## config.mk

```make
export PLATFORM = sky130hd
export DESIGN_NAME = nvram_name_value_parser
export DESIGN_NICKNAME = d
export VERILOG_FILES = /design/src/hdl/nvp_pkg.sv /design/src/hdl/nvram_name_value_parser.sv
export SDC_FILE = /design/constraint.sdc
export NUM_CORES = 1
export LEC_CHECK = 0
export ABC_AREA = 1
export BUFFER_PORTS_ARGS = -buffer_cell sky130_fd_sc_hd__buf_2
export CAP_MARGIN = 40
export CELL_PAD_IN_SITES_DETAIL_PLACEMENT = 2
export CELL_PAD_IN_SITES_GLOBAL_PLACEMENT = 2
export CORE_MARGIN = 1.5
export CORE_UTILIZATION = 33
export DETAILED_ROUTE_END_ITERATION = 7
export PLACE_DENSITY = 0.82
export SLEW_MARGIN = 20
export SYNTH_ARGS = -nofsm -noshare
export SYNTH_HDL_FRONTEND = slang
export SYNTH_SLANG_ARGS = --single-unit
```

## constraint.sdc

```tcl
create_clock -name aclk -period 4.92 [get_ports aclk]
set_input_delay 0.246 -clock aclk [delete_from_list [all_inputs] [get_ports aclk]]
set_output_delay 0.246 -clock aclk [all_outputs]
set_load 0.1 [all_outputs]
```

## src/hdl/nvp_pkg.sv

```systemverilog
package nvp_pkg;

    // Size of the data area in bytes and the name length at which a name is rejected as too long.
    localparam int unsigned AREA_SIZE  = 4096;
    localparam int unsigned NAME_LIMIT = 32;

    localparam logic [7:0] CHAR_EQUALS = 8'h3D;
    localparam logic [7:0] CHAR_NULL   = 8'h00;

    typedef enum logic [1:0] {
        PH_DONE  = 2'd0,
        PH_NAME  = 2'd1,
        PH_VALUE = 2'd2
    } phase_t;

    typedef enum logic [2:0] {
        ST_PROP       = 3'd0,
        ST_FREE       = 3'd1,
        ST_AREA_END   = 3'd2,
        ST_NAME_LONG  = 3'd3,
        ST_NO_EQUALS  = 3'd4,
        ST_EMPTY_NAME = 3'd5,
        ST_EARLY_NULL = 3'd6,
        ST_OVERRUN    = 3'd7
    } status_t;

    // One result beat as held in the output stage.
    typedef struct packed {
        status_t     status;
        logic [11:0] name_start;
        logic [4:0]  name_length;
        logic [11:0] value_start;
        logic [11:0] value_length;
        logic [12:0] used_length;
    } result_t;

endpackage

```

## src/hdl/nvram_name_value_parser.sv

```systemverilog
// A result beat goes to the result register, or to the skid register while m_tready is low.
// Throughput: one byte per cycle while the skid register is empty; one parse pass per byte.
// Output: a result register plus one skid register, so bytes keep flowing while a result waits.
// Reset: aresetn is synchronous and active low; it empties the output stage and leaves the
// parser done, so nothing is parsed until a byte with the restart flag arrives.
module nvram_name_value_parser (
    input  logic        aclk,
    input  logic        aresetn,

    input  logic        s_tvalid,
    output logic        s_tready,
    input  logic [7:0]  s_tdata,   // [7:0] data_byte
    input  logic        s_tuser,   // [0] restart

    output logic        m_tvalid,
    input  logic        m_tready,
    output logic [55:0] m_tdata,   // [11:0] name_start, [16:12] name_length,
                                   // [28:17] value_start, [40:29] value_length,
                                   // [53:41] used_length, [55:54] zero
    output logic [2:0]  m_tuser    // [2:0] status
);

    localparam int unsigned AREA_LIMIT = nvp_pkg::AREA_SIZE;
    localparam int unsigned NAME_MAX   = nvp_pkg::NAME_LIMIT;

    // Parser state.
    nvp_pkg::phase_t phase_reg, phase_next;
    logic [12:0] position_reg, position_next;
    logic [5:0]  name_count_reg, name_count_next;
    logic [11:0] name_offset_reg, name_offset_next;
    logic [11:0] value_offset_reg, value_offset_next;
    logic [12:0] value_count_reg, value_count_next;
    logic [12:0] used_count_reg, used_count_next;

    // Output stage: main register and skid register.
    nvp_pkg::result_t out_data_reg, skid_data_reg;
    logic out_valid_reg, skid_valid_reg;

    logic             accept;
    logic             active;
    logic             has_result;
    nvp_pkg::result_t result;

    // State as seen by this byte: a restart replaces the stored state with the reset
    // values and opens a name at offset zero.
    nvp_pkg::phase_t eff_phase;
    logic [12:0] eff_pos;
    logic [5:0]  eff_name_count;
    logic [11:0] eff_name_offset;
    logic [11:0] eff_value_offset;
    logic [12:0] eff_value_count;
    logic [12:0] eff_used;

    logic [13:0] pos_inc;
    logic [5:0]  name_count_inc;
    logic [11:0] cur_name_offset;
    logic        at_end;
    logic        name_full;
    logic        is_equals;
    logic        is_null;

    assign s_tready = !skid_valid_reg;
    assign accept   = s_tvalid && s_tready;

    assign eff_phase        = s_tuser ? nvp_pkg::PH_NAME : phase_reg;
    assign eff_pos          = s_tuser ? 13'd0 : position_reg;
    assign eff_name_count   = s_tuser ? 6'd0  : name_count_reg;
    assign eff_name_offset  = s_tuser ? 12'd0 : name_offset_reg;
    assign eff_value_offset = s_tuser ? 12'd0 : value_offset_reg;
    assign eff_value_count  = s_tuser ? 13'd0 : value_count_reg;
    assign eff_used         = s_tuser ? 13'd0 : used_count_reg;

    assign active = accept && (eff_phase != nvp_pkg::PH_DONE);

    // Offset just past this byte, kept one bit wider so the area-end compare cannot wrap.
    assign pos_inc         = {1'b0, eff_pos} + 14'd1;
    assign at_end          = pos_inc >= 14'(AREA_LIMIT);
    assign name_count_inc  = eff_name_count + 6'd1;
    assign name_full       = name_count_inc >= 6'(NAME_MAX);
    // The first name byte fixes where the name starts.
    assign cur_name_offset = (eff_name_count == 6'd0) ? eff_pos[11:0] : eff_name_offset;
    assign is_equals       = s_tdata == nvp_pkg::CHAR_EQUALS;
    assign is_null         = s_tdata == nvp_pkg::CHAR_NULL;

    // Next state of the parser.
    always_comb begin
        phase_next        = phase_reg;
        position_next     = position_reg;
        name_count_next   = name_count_reg;
        name_offset_next  = name_offset_reg;
        value_offset_next = value_offset_reg;
        value_count_next  = value_count_reg;
        used_count_next   = used_count_reg;
        if (active) begin
            phase_next        = eff_phase;
            position_next     = pos_inc[12:0];
            name_count_next   = eff_name_count;
            name_offset_next  = eff_name_offset;
            value_offset_next = eff_value_offset;
            value_count_next  = eff_value_count;
            used_count_next   = eff_used;
            unique case (eff_phase)
                nvp_pkg::PH_NAME: begin
                    name_offset_next = cur_name_offset;
                    if (is_equals) begin
                        if ((eff_name_count == 6'd0) || at_end) begin
                            phase_next = nvp_pkg::PH_DONE;
                        end else begin
                            phase_next        = nvp_pkg::PH_VALUE;
                            value_offset_next = pos_inc[11:0];
                            value_count_next  = 13'd0;
                        end
                    end else if (is_null) begin
                        phase_next = nvp_pkg::PH_DONE;
                    end else begin
                        name_count_next = name_count_inc;
                        if (name_full || at_end) begin
                            phase_next = nvp_pkg::PH_DONE;
                        end
                    end
                end
                nvp_pkg::PH_VALUE: begin
                    if (is_null) begin
                        used_count_next  = pos_inc[12:0];
                        name_count_next  = 6'd0;
                        value_count_next = 13'd0;
                        phase_next       = at_end ? nvp_pkg::PH_DONE : nvp_pkg::PH_NAME;
                    end else begin
                        value_count_next = eff_value_count + 13'd1;
                        if (at_end) begin
                            phase_next = nvp_pkg::PH_DONE;
                        end
                    end
                end
                default: begin
                    phase_next = nvp_pkg::PH_DONE;
                end
            endcase
        end
    end

    // Result of this byte, if it causes one. Status beats carry only the used length.
    always_comb begin
        has_result          = 1'b0;
        result              = '0;
        result.status       = nvp_pkg::ST_PROP;
        result.used_length  = eff_used;
        if (active) begin
            unique case (eff_phase)
                nvp_pkg::PH_NAME: begin
                    if (is_equals) begin
                        if (eff_name_count == 6'd0) begin
                            has_result    = 1'b1;
                            result.status = nvp_pkg::ST_EMPTY_NAME;
                        end else if (at_end) begin
                            has_result    = 1'b1;
                            result.status = nvp_pkg::ST_OVERRUN;
                        end
                    end else if (is_null) begin
                        has_result    = 1'b1;
                        result.status = (eff_name_count == 6'd0) ? nvp_pkg::ST_FREE
                                                                 : nvp_pkg::ST_EARLY_NULL;
                    end else if (name_full) begin
                        // The name limit wins over the area end on the same byte.
                        has_result    = 1'b1;
                        result.status = nvp_pkg::ST_NAME_LONG;
                    end else if (at_end) begin
                        has_result    = 1'b1;
                        result.status = nvp_pkg::ST_AREA_END;
                    end
                end
                nvp_pkg::PH_VALUE: begin
                    if (is_null) begin
                        has_result          = 1'b1;
                        result.status       = nvp_pkg::ST_PROP;
                        result.name_start   = eff_name_offset;
                        result.name_length  = eff_name_count[4:0];
                        result.value_start  = eff_value_offset;
                        result.value_length = eff_value_count[11:0];
                        result.used_length  = pos_inc[12:0];
                    end else if (at_end) begin
                        has_result    = 1'b1;
                        result.status = nvp_pkg::ST_OVERRUN;
                    end
                end
                default: begin
                    has_result = 1'b0;
                end
            endcase
        end
    end

    always_ff @(posedge aclk) begin
        if (!aresetn) begin
            phase_reg        <= nvp_pkg::PH_DONE;
            position_reg     <= '0;
            name_count_reg   <= '0;
            name_offset_reg  <= '0;
            value_offset_reg <= '0;
            value_count_reg  <= '0;
            used_count_reg   <= '0;
        end else begin
            phase_reg        <= phase_next;
            position_reg     <= position_next;
            name_count_reg   <= name_count_next;
            name_offset_reg  <= name_offset_next;
            value_offset_reg <= value_offset_next;
            value_count_reg  <= value_count_next;
            used_count_reg   <= used_count_next;
        end
    end

    // Output stage. While the skid register is full the slave side is held off, so a new
    // result only arrives when the skid register is empty.
    always_ff @(posedge aclk) begin
        if (!aresetn) begin
            out_valid_reg  <= 1'b0;
            skid_valid_reg <= 1'b0;
        end else if (skid_valid_reg) begin
            if (m_tready) begin
                out_data_reg   <= skid_data_reg;
                skid_valid_reg <= 1'b0;
            end
        end else if (has_result) begin
            if (!out_valid_reg || m_tready) begin
                out_data_reg  <= result;
                out_valid_reg <= 1'b1;
            end else begin
                skid_data_reg  <= result;
                skid_valid_reg <= 1'b1;
            end
        end else if (m_tready) begin
            out_valid_reg <= 1'b0;
        end
    end

    assign m_tvalid = out_valid_reg;
    assign m_tuser  = out_data_reg.status;
    assign m_tdata  = {2'b00,
                       out_data_reg.used_length,
                       out_data_reg.value_length,
                       out_data_reg.value_start,
                       out_data_reg.name_length,
                       out_data_reg.name_start};

endmodule
```

==> results of run 1 <==
## power by group through the flow
stage | Sequential (mW) | Combinational (mW) | Clock, mW
6_report | 1.67 | 0.197 | 1.47
5_1_grt | 1.67 | 0.216 | 1.56
4_1_cts | 1.67 | 0.197 | 1.50
3_5_place_dp | 1.70 | 0.193 | 0
3_3_place_gp | 1.70 | 0.186 | 0
2_1_floorplan | 1.71 | 0.131 | 0
## synth_stat cells (3+ instances only)
master and count:
a21oi_1 74, a32oi_1 3, buf_1 4, buf_2 9
buf_4 4, buf_6 6, clkbuf_1 34, dfxtp_1 72
edfxtp_1 114, ha_1 9, inv_1 104, inv_2 3
nand2_1 267, nand2_2 5, nand3_1 40, nand3_2 5
nand4_1 5, nor2_1 87, nor2_2 13, nor2_4 5
nor3_1 3, o211ai_1 29, o21ai_0 92, o21ai_1 15
o21bai_1 4, xor2_1 8
## how the worst max path moves through the flow
| stage | endpoint | cells after the start | slack (ps) | from |
|---|---|---|---|---|
| final | m_tdata[28] | 13 | 1410 | s_tuser |
| after global placement | m_tdata[29] | 13 | 1170 | s_tuser |
| after CTS | m_tdata[28] | 13 | 1410 | s_tuser |
| after global routing | m_tdata[25] | 13 | 1170 | s_tuser |
| after floorplan | skid_data_reg[0] | 15 | 150 | s_tuser |
| after detailed placement | m_tdata[50] | 13 | 1000 | s_tuser |
## cells in the final DEF (no fill, tap or decap), types with 4 or more instances in the layout
cell and instances:
a21oi_1 73, buf_2 71, buf_4 10, clkbuf_16 17, clkinv_4 5, dfxtp_1 71, edfxtp_1 114, ha_1 9
inv_1 104, nand2_1 266, nand2_2 6, nand3_1 40, nand3_2 5, nand4_1 5, nor2_1 86, nor2_2 13
nor2_4 6, o211ai_1 29, o21ai_0 92, o21ai_1 15, o21bai_1 4, xor2_1 8
## layer usage
layer | track usage | wire length [um] | part of all wire | vias to the layer above
met4 | 0.04818 | 369 | 0.013 | 0
met3 | 0.02647 | 778 | 0.028 | 25
li1 | - | - | - | 3533
met2 | 0.3466 | 13740 | 0.49 | 120
met1 | 0.2665 | 12890 | 0.46 | 3725
met5 | 0 | 0 | 0 | -
## critical path: stages
cell	delay, ps
buf_2	580
inv_6	350
nand2_1	280
ha_1	190
nand2_1	70
nor2_2	130
nand3_4	140
nand3_4	160
nand3_1	80
nand2_1	60
nand2_1	180
a21oi_4	720
buf_12	340
## cell type report
type,count,area share
Clock buffer,17,0.04172
Clock inverter,15,0.02000
Inverter,108,0.04025
Multi-Input combinational cell,687,0.3329
Sequential cell,186,0.4772
Tap cell,341,0.04184
Timing Repair Buffer,83,0.04613
## cells by family (layout without fill, tap and decap cells)
group / after synthesis / after routing / share of synthesized area
AOI/OAI and AO/OA: 227 / 227 / 0.1401
and+or+nand+nor: 440 / 440 / 0.2154
other: 1 / 2 / 0.0004199
xor gates and xnor gates: 9 / 9 / 0.008828
buffers and inverters: 165 / 223 / 0.07790
adders and majority gates: 9 / 9 / 0.01261
DFF: 186 / 186 / 0.5448
## stage by stage
stage | area, um2 | worst slack [ps]
2_1_floorplan | 8937 | 149.1
3_3_place_gp | 9548 | 1171
3_5_place_dp | 9548 | 1001
4_1_cts | 10180 | 1415
5_1_grt | 10200 | 1172
6_report | 10200 | 1406
==> results by group, run 1 <==
Clocking
  – Clock latency on the worst-skew pair: 440 ps
  – # Post-CTS Setup Buffers: 0
  – CTS Buf Count: 17
  – Clock Pin Slew Worst Setup and Hold Paths: ~70 ps
  – Clock sink count: around 190
  – Root Buffer Master: clkbuf_16
  – # hold bufs at CTS: 0
  – H-tree Lvls: 4
  – CTS tree: yes
  – Post-CTS sizing: 0
  – Bufs on Longest Clock Path: 2

Hold path
  – Hold Crit Class: in -> reg
  – Hold Path End: skid_valid_reg
  – Hold wc startpoint: m_tready
  – Worst Hold Depth: 4

Critical path
  – Critical path class: in -> reg
  – FF-to-FF path depth: 14
  – Worst r2r src: position_reg[1]
  – Crit-path max FO: 53
  – Crit path arrival time: between 3000 and 4000 ps
  – R2r setup slk: 1460 ps
  – CP Data Required Time: around 5000 ps
  – Worst setup SP type: input pin
  – RR Endpoint: m_tdata[28]
  – Endpoint class of the critical path: flop

Global route
  – Total track usage: 0.2007
  – Initial antenna violation count: 0
  – GRT overflow: 0
  – Vias in the first global route: 7955
  – Largest net degree at the start of global routing: just over 70
  – Global-route wire length before repair: 44150 um

Yosys
  – Sequential area share after synthesis: 0.5448
  – Synthesized area per cell: about 8.6 um2
  – Ys Warns: 0
  – Yosys reg bits: roughly 190
  – EDFF count, synth: roughly 110
  – Ys flop type: edfxtp_1
  – Mapped Cells: 1037
  – Post-Syn Area: 8930 um2
  – Yosys top cell by area: edfxtp_1
  – Synth area leaders: edfxtp_1 38%, dfxtp_1 16%, nand2_1 11%, o21ai_0 5.2%, inv_1 4.4%
  – Async SR Flop Fraction: 0
  – Yosys top cell area share: 0.3834
  – Cell variety after synth: 45

Place
  – Post-DP HPWL: around 18000 um
  – Placed cell count: 1404
  – Buffers on Ports: 71
  – Placer Congestion: ~0.83

Floorplanning
  – Starting density of the core: 0.3341
  – Die area: 28060 um2
  – I/O pins: 74
  – Rows: 60
  – Die Wd: about 170 um
  – Core area: 26730 um2
  – Die H: 167.5 um

Detailed routing
  – DRC violation total after the first TritonRoute iteration: between 400 and 500
  – Vias per cell: about 5.2
  – DRC Markers: 0
  – Routed WL per cell: approximately 19 um
  – DR pass1 iterations: 4
  – Antenna viol nets, final: 0
  – Drt total wl: 27770 um
  – Via Count: ~7400

Power and ir drop
  – Max VDD drop: 0.2099 mV
  – Overall power: approximately 3.3 mW
  – Static Leak: ~3.7 nW
  – Sw power: about 0.86 mW
  – Sw frac: 0.2578
  – Internal Power: approximately 2.5 mW
  – Flop pwr share: 0.499
  – Clock share of power: 0.441
  – Cell Pwr Density: about 330 nW/um2
  – Combinational cell fraction of total power: 0.059

Timing
  – Final Hold Violating Endpoints: 0
  – RSZ-0062 raised after global routing: false
  – Actual slew at the worst max-slew pin: 817.7 ps
  – Tightest hold margin: ~250 ps
  – Max Freq: between 200 and 300 MHz
  – Final period util: 0.7143
  – Final Critical Period: 3514 ps
  – Max-slew violation count: 0
  – Clock Skews: 11.34 ps
  – Rel. slew slack: 0.4536
  – Final setup violation count: 0
  – Setup TNS: 0 ps

Layout
  – Final non-filler cell total: approximately 1400
  – Fin util: 0.3816
  – Antenna Cells: 0
  – Fill cells: ~3000
  – Layout cells sized above 1: 0.1451
  – Nets: 1105
  – Max reg flops: 57
  – Multi-input gate area: roughly 3400 um2
  – Register area: around 4900 um2
  – P&R area growth vs syn: 14.19%

Flow run
  – Maxcap violations: 0

Run status
  – Status: completed
No activity file was read; power rests on OpenSTA's default activity.
==> run 2: changes to the inputs <==
Clock period 4.92 ns to 2.8 ns, I/O delays scaled along.
==> results by group, run 2 (synthesis results as in run 1) <==
Detailed routing
  – Via Count: 7629 (was 7403)
  – Routed WL per cell: 20.56 um (was 19.33 um)
  – DR pass1 iterations: 4 (unchanged)
  – Vias per cell: 5.215 (was 5.152)
  – Antenna viol nets, final: 0 (unchanged)
  – DRC Markers: 0 (unchanged)
  – Drt total wl: 30090 um (was 27770 um)
  – DRC violation total after the first TritonRoute iteration: 429 (was 465)

Clocking
  – Clock latency on the worst-skew pair: 460 ps (was 440 ps)
  – Clock Pin Slew Worst Setup and Hold Paths: 80 ps (was 70 ps)
  – CTS tree: yes (unchanged)
  – CTS Buf Count: 17 (unchanged)
  – Bufs on Longest Clock Path: 2 (unchanged)
  – # hold bufs at CTS: 0 (unchanged)
  – Clock sink count: 186 (unchanged)
  – H-tree Lvls: 4 (unchanged)
  – Root Buffer Master: clkbuf_16 (unchanged)

Floorplanning
  – Core area: 26730 um2 (unchanged)
  – Die Wd: 167.5 um (unchanged)
  – Starting density of the core: 0.3341 (unchanged)
  – Die H: 167.5 um (unchanged)
  – Die area: 28060 um2 (unchanged)
  – I/O pins: 74 (unchanged)
  – Rows: 60 (unchanged)

Layout
  – Most frequent cells in the layout: 263 x nand2_1, 114 x edfxtp_1, 104 x inv_1, 92 x o21ai_0, 85 x nor2_1 (was 266 x nand2_1, 114 x edfxtp_1, 104 x inv_1, 92 x o21ai_0, 86 x nor2_1)
  – Nets: 1131 (was 1105)
  – Final non-filler cell total: 1463 (was 1437)
  – Layout cells sized above 1: 0.1684 (was 0.1451)
  – Max reg flops: 57 (unchanged)
  – Fin util: 0.3937 (was 0.3816)
  – Commonest non-fill, non-tap cell in the layout: nand2_1 (unchanged)
  – P&R area growth vs syn: 17.82% (was 14.19%)
  – Non-Filler Cell Area, Final: 10520 um2 (was 10200 um2)
  – Antenna Cells: 0 (unchanged)

Timing
  – Final setup violation count: 0 (unchanged)
  – Clock Skews: 11.93 ps (was 11.34 ps)
  – Final period util: 0.9312
  – Setup TNS: 0 ps (unchanged)
  – Worst Slack Setup Final: 192.6 ps (was 1406 ps)
  – Actual slew at the worst max-slew pin: 725.0 ps (was 817.7 ps)
  – Max Freq: 383.5 MHz
  – Final Critical Period: about 2600 ps
  – Max-slew violation count: 0 (unchanged)
  – Tightest hold margin: 47.26 ps (was 247.2 ps)
  – Final Hold Violating Endpoints: 0 (unchanged)
  – Rel. slew slack: 0.5167 (was 0.4536)

Critical path
  – R2r setup slk: 190 ps (was 1460 ps)
  – CP Data Required Time: 2950 ps (was 5030 ps)
  – Endpoint class of the critical path: flop (unchanged)
  – Worst setup path start: position_reg[1] (was s_tuser)
  – Critical path class: reg -> reg (was in -> reg)
  – Crit-path max FO: 27 (was 53)
  – Worst setup SP type: flop (was input pin)
  – Crit path arrival time: 2760 ps (was 3630 ps)
  – RR Endpoint: m_tuser[2] (was m_tdata[28])
  – Worst r2r src: position_reg[1] (unchanged)
  – FF-to-FF path depth: 15 (was 14)
  – CP Capture Point: m_tuser[2] (was m_tdata[28])

Power and ir drop
  – Combinational cell fraction of total power: 0.063 (was 0.059)
  – Internal Power: 4.528 mW (was 2.477 mW)
  – Max VDD drop: 0.4337 mV (was 0.2099 mV)
  – Sw frac: 0.2523 (was 0.2578)
  – Cell Pwr Density: 575.7 nW/um2 (was 327.3 nW/um2)
  – Overall power: 6.057 mW (was 3.337 mW)
  – Clock share of power: 0.454 (was 0.441)
  – Static Leak: 3.833 nW (was 3.680 nW)
  – Sw power: 1.528 mW (was 0.8604 mW)
  – Flop pwr share: 0.484 (was 0.499)

Run status
  – Status: completed (unchanged)

Place
  – Placer Congestion: 0.8387 (was 0.8306)
  – Area post-placement: 9788 um2 (was 9548 um2)
  – Buffers on Ports: 71 (unchanged)
  – Pre-CTS WS: 29.29 ps (was 1001 ps)
  – Post-DP HPWL: 19090 um (was 18270 um)
  – Placed cell count: 1425 (was 1404)

Global route
  – Global-route wire length before repair: 47010 um (was 44150 um)
  – GRT overflow: 0 (unchanged)
  – Total track usage: 0.2165 (was 0.2007)
  – Vias in the first global route: 8264 (was 7955)
  – Initial antenna violation count: 0 (unchanged)
  – Largest net degree at the start of global routing: 72 (unchanged)

Flow run
  – Maxcap violations: 0 (unchanged)

Hold path
  – Hold Crit Class: in -> reg (unchanged)
[run 2: cell count changes in the layout (fill, tap and decap cells not counted), moves of 2 or more]
cell / before / now
buf_4: 10 / 30
clkinv_4: 5 / 0
buf_12: 2 / 5
clkinvlp_4: 0 / 3
nand2_1: 266 / 263
nand2_2: 6 / 9
bufinv_16: 2 / 4
clkbuf_1: 0 / 2
clkinv_8: 3 / 1
[run 2: cell type report]
| class | count | area, um2 |
|---|---|---|
| inverter | 108 | 410.4 |
| clock buffer | 19 | 432.9 |
| timing repair buffer | 109 | 748.2 |
| tap | 341 | 426.7 |
| multi-input combinational | 687 | 3427 |
| fill | 2999 | 16200 |
| clock inverter | 13 | 210.2 |
| sequential | 186 | 4866 |
[run 2: what timing repair did]
item                                    4_1_cts  5_1_grt
endpoints found under the setup margin        0       61
resized for setup                             0        6
setup buffers                                 0        4
[run 2: critical path, stage by stage (launching register included)]
cell,delay [ps]
dfxtp_1,390
inv_1,90
nor2_4,140
ha_4,160
nand2_2,60
nor2_4,170
nand4_1,170
nand2_2,160
nor2_4,80
nand3_4,110
nand3_2,70
nand2_1,80
nand2_2,110
a21oi_4,160
buf_12,150
buf_16,200
[run 2: power groups by stage]
| stage | Sequential [mW] | Combinational (mW) | Clock (mW) |
|---|---|---|---|
| after detailed placement | 2.99 | 0.366 | 0 |
| after global placement | 2.99 | 0.350 | 0 |
| after CTS | 2.93 | 0.376 | 2.78 |
| final | 2.93 | 0.381 | 2.75 |
| after floorplan | 3.00 | 0.238 | 0 |
| after global routing | 2.93 | 0.413 | 2.89 |
[run 2: how the worst min path moves through the flow]
stage	cells past startpoint	to	startpoint	slack (ps)
3_3_place_gp	2	used_count_reg[1]	used_count_reg[1]	450
5_1_grt	3	value_count_reg[0]	aresetn	80
6_report	3	value_count_reg[0]	aresetn	50
2_1_floorplan	3	skid_valid_reg	m_tready	340
4_1_cts	3	value_count_reg[0]	aresetn	40
3_5_place_dp	2	value_count_reg[1]	value_count_reg[1]	460
[run 2: per-layer routing]
metal / wire length, um / vias to the layer above / track usage
li1: - / 3583 / -
met1: 13470 / 3863 / 0.2760
met2: 15050 / 141 / 0.3792
met3: 900 / 42 / 0.03096
met4: 667 / 0 / 0.06659
met5: 0 / - / 0
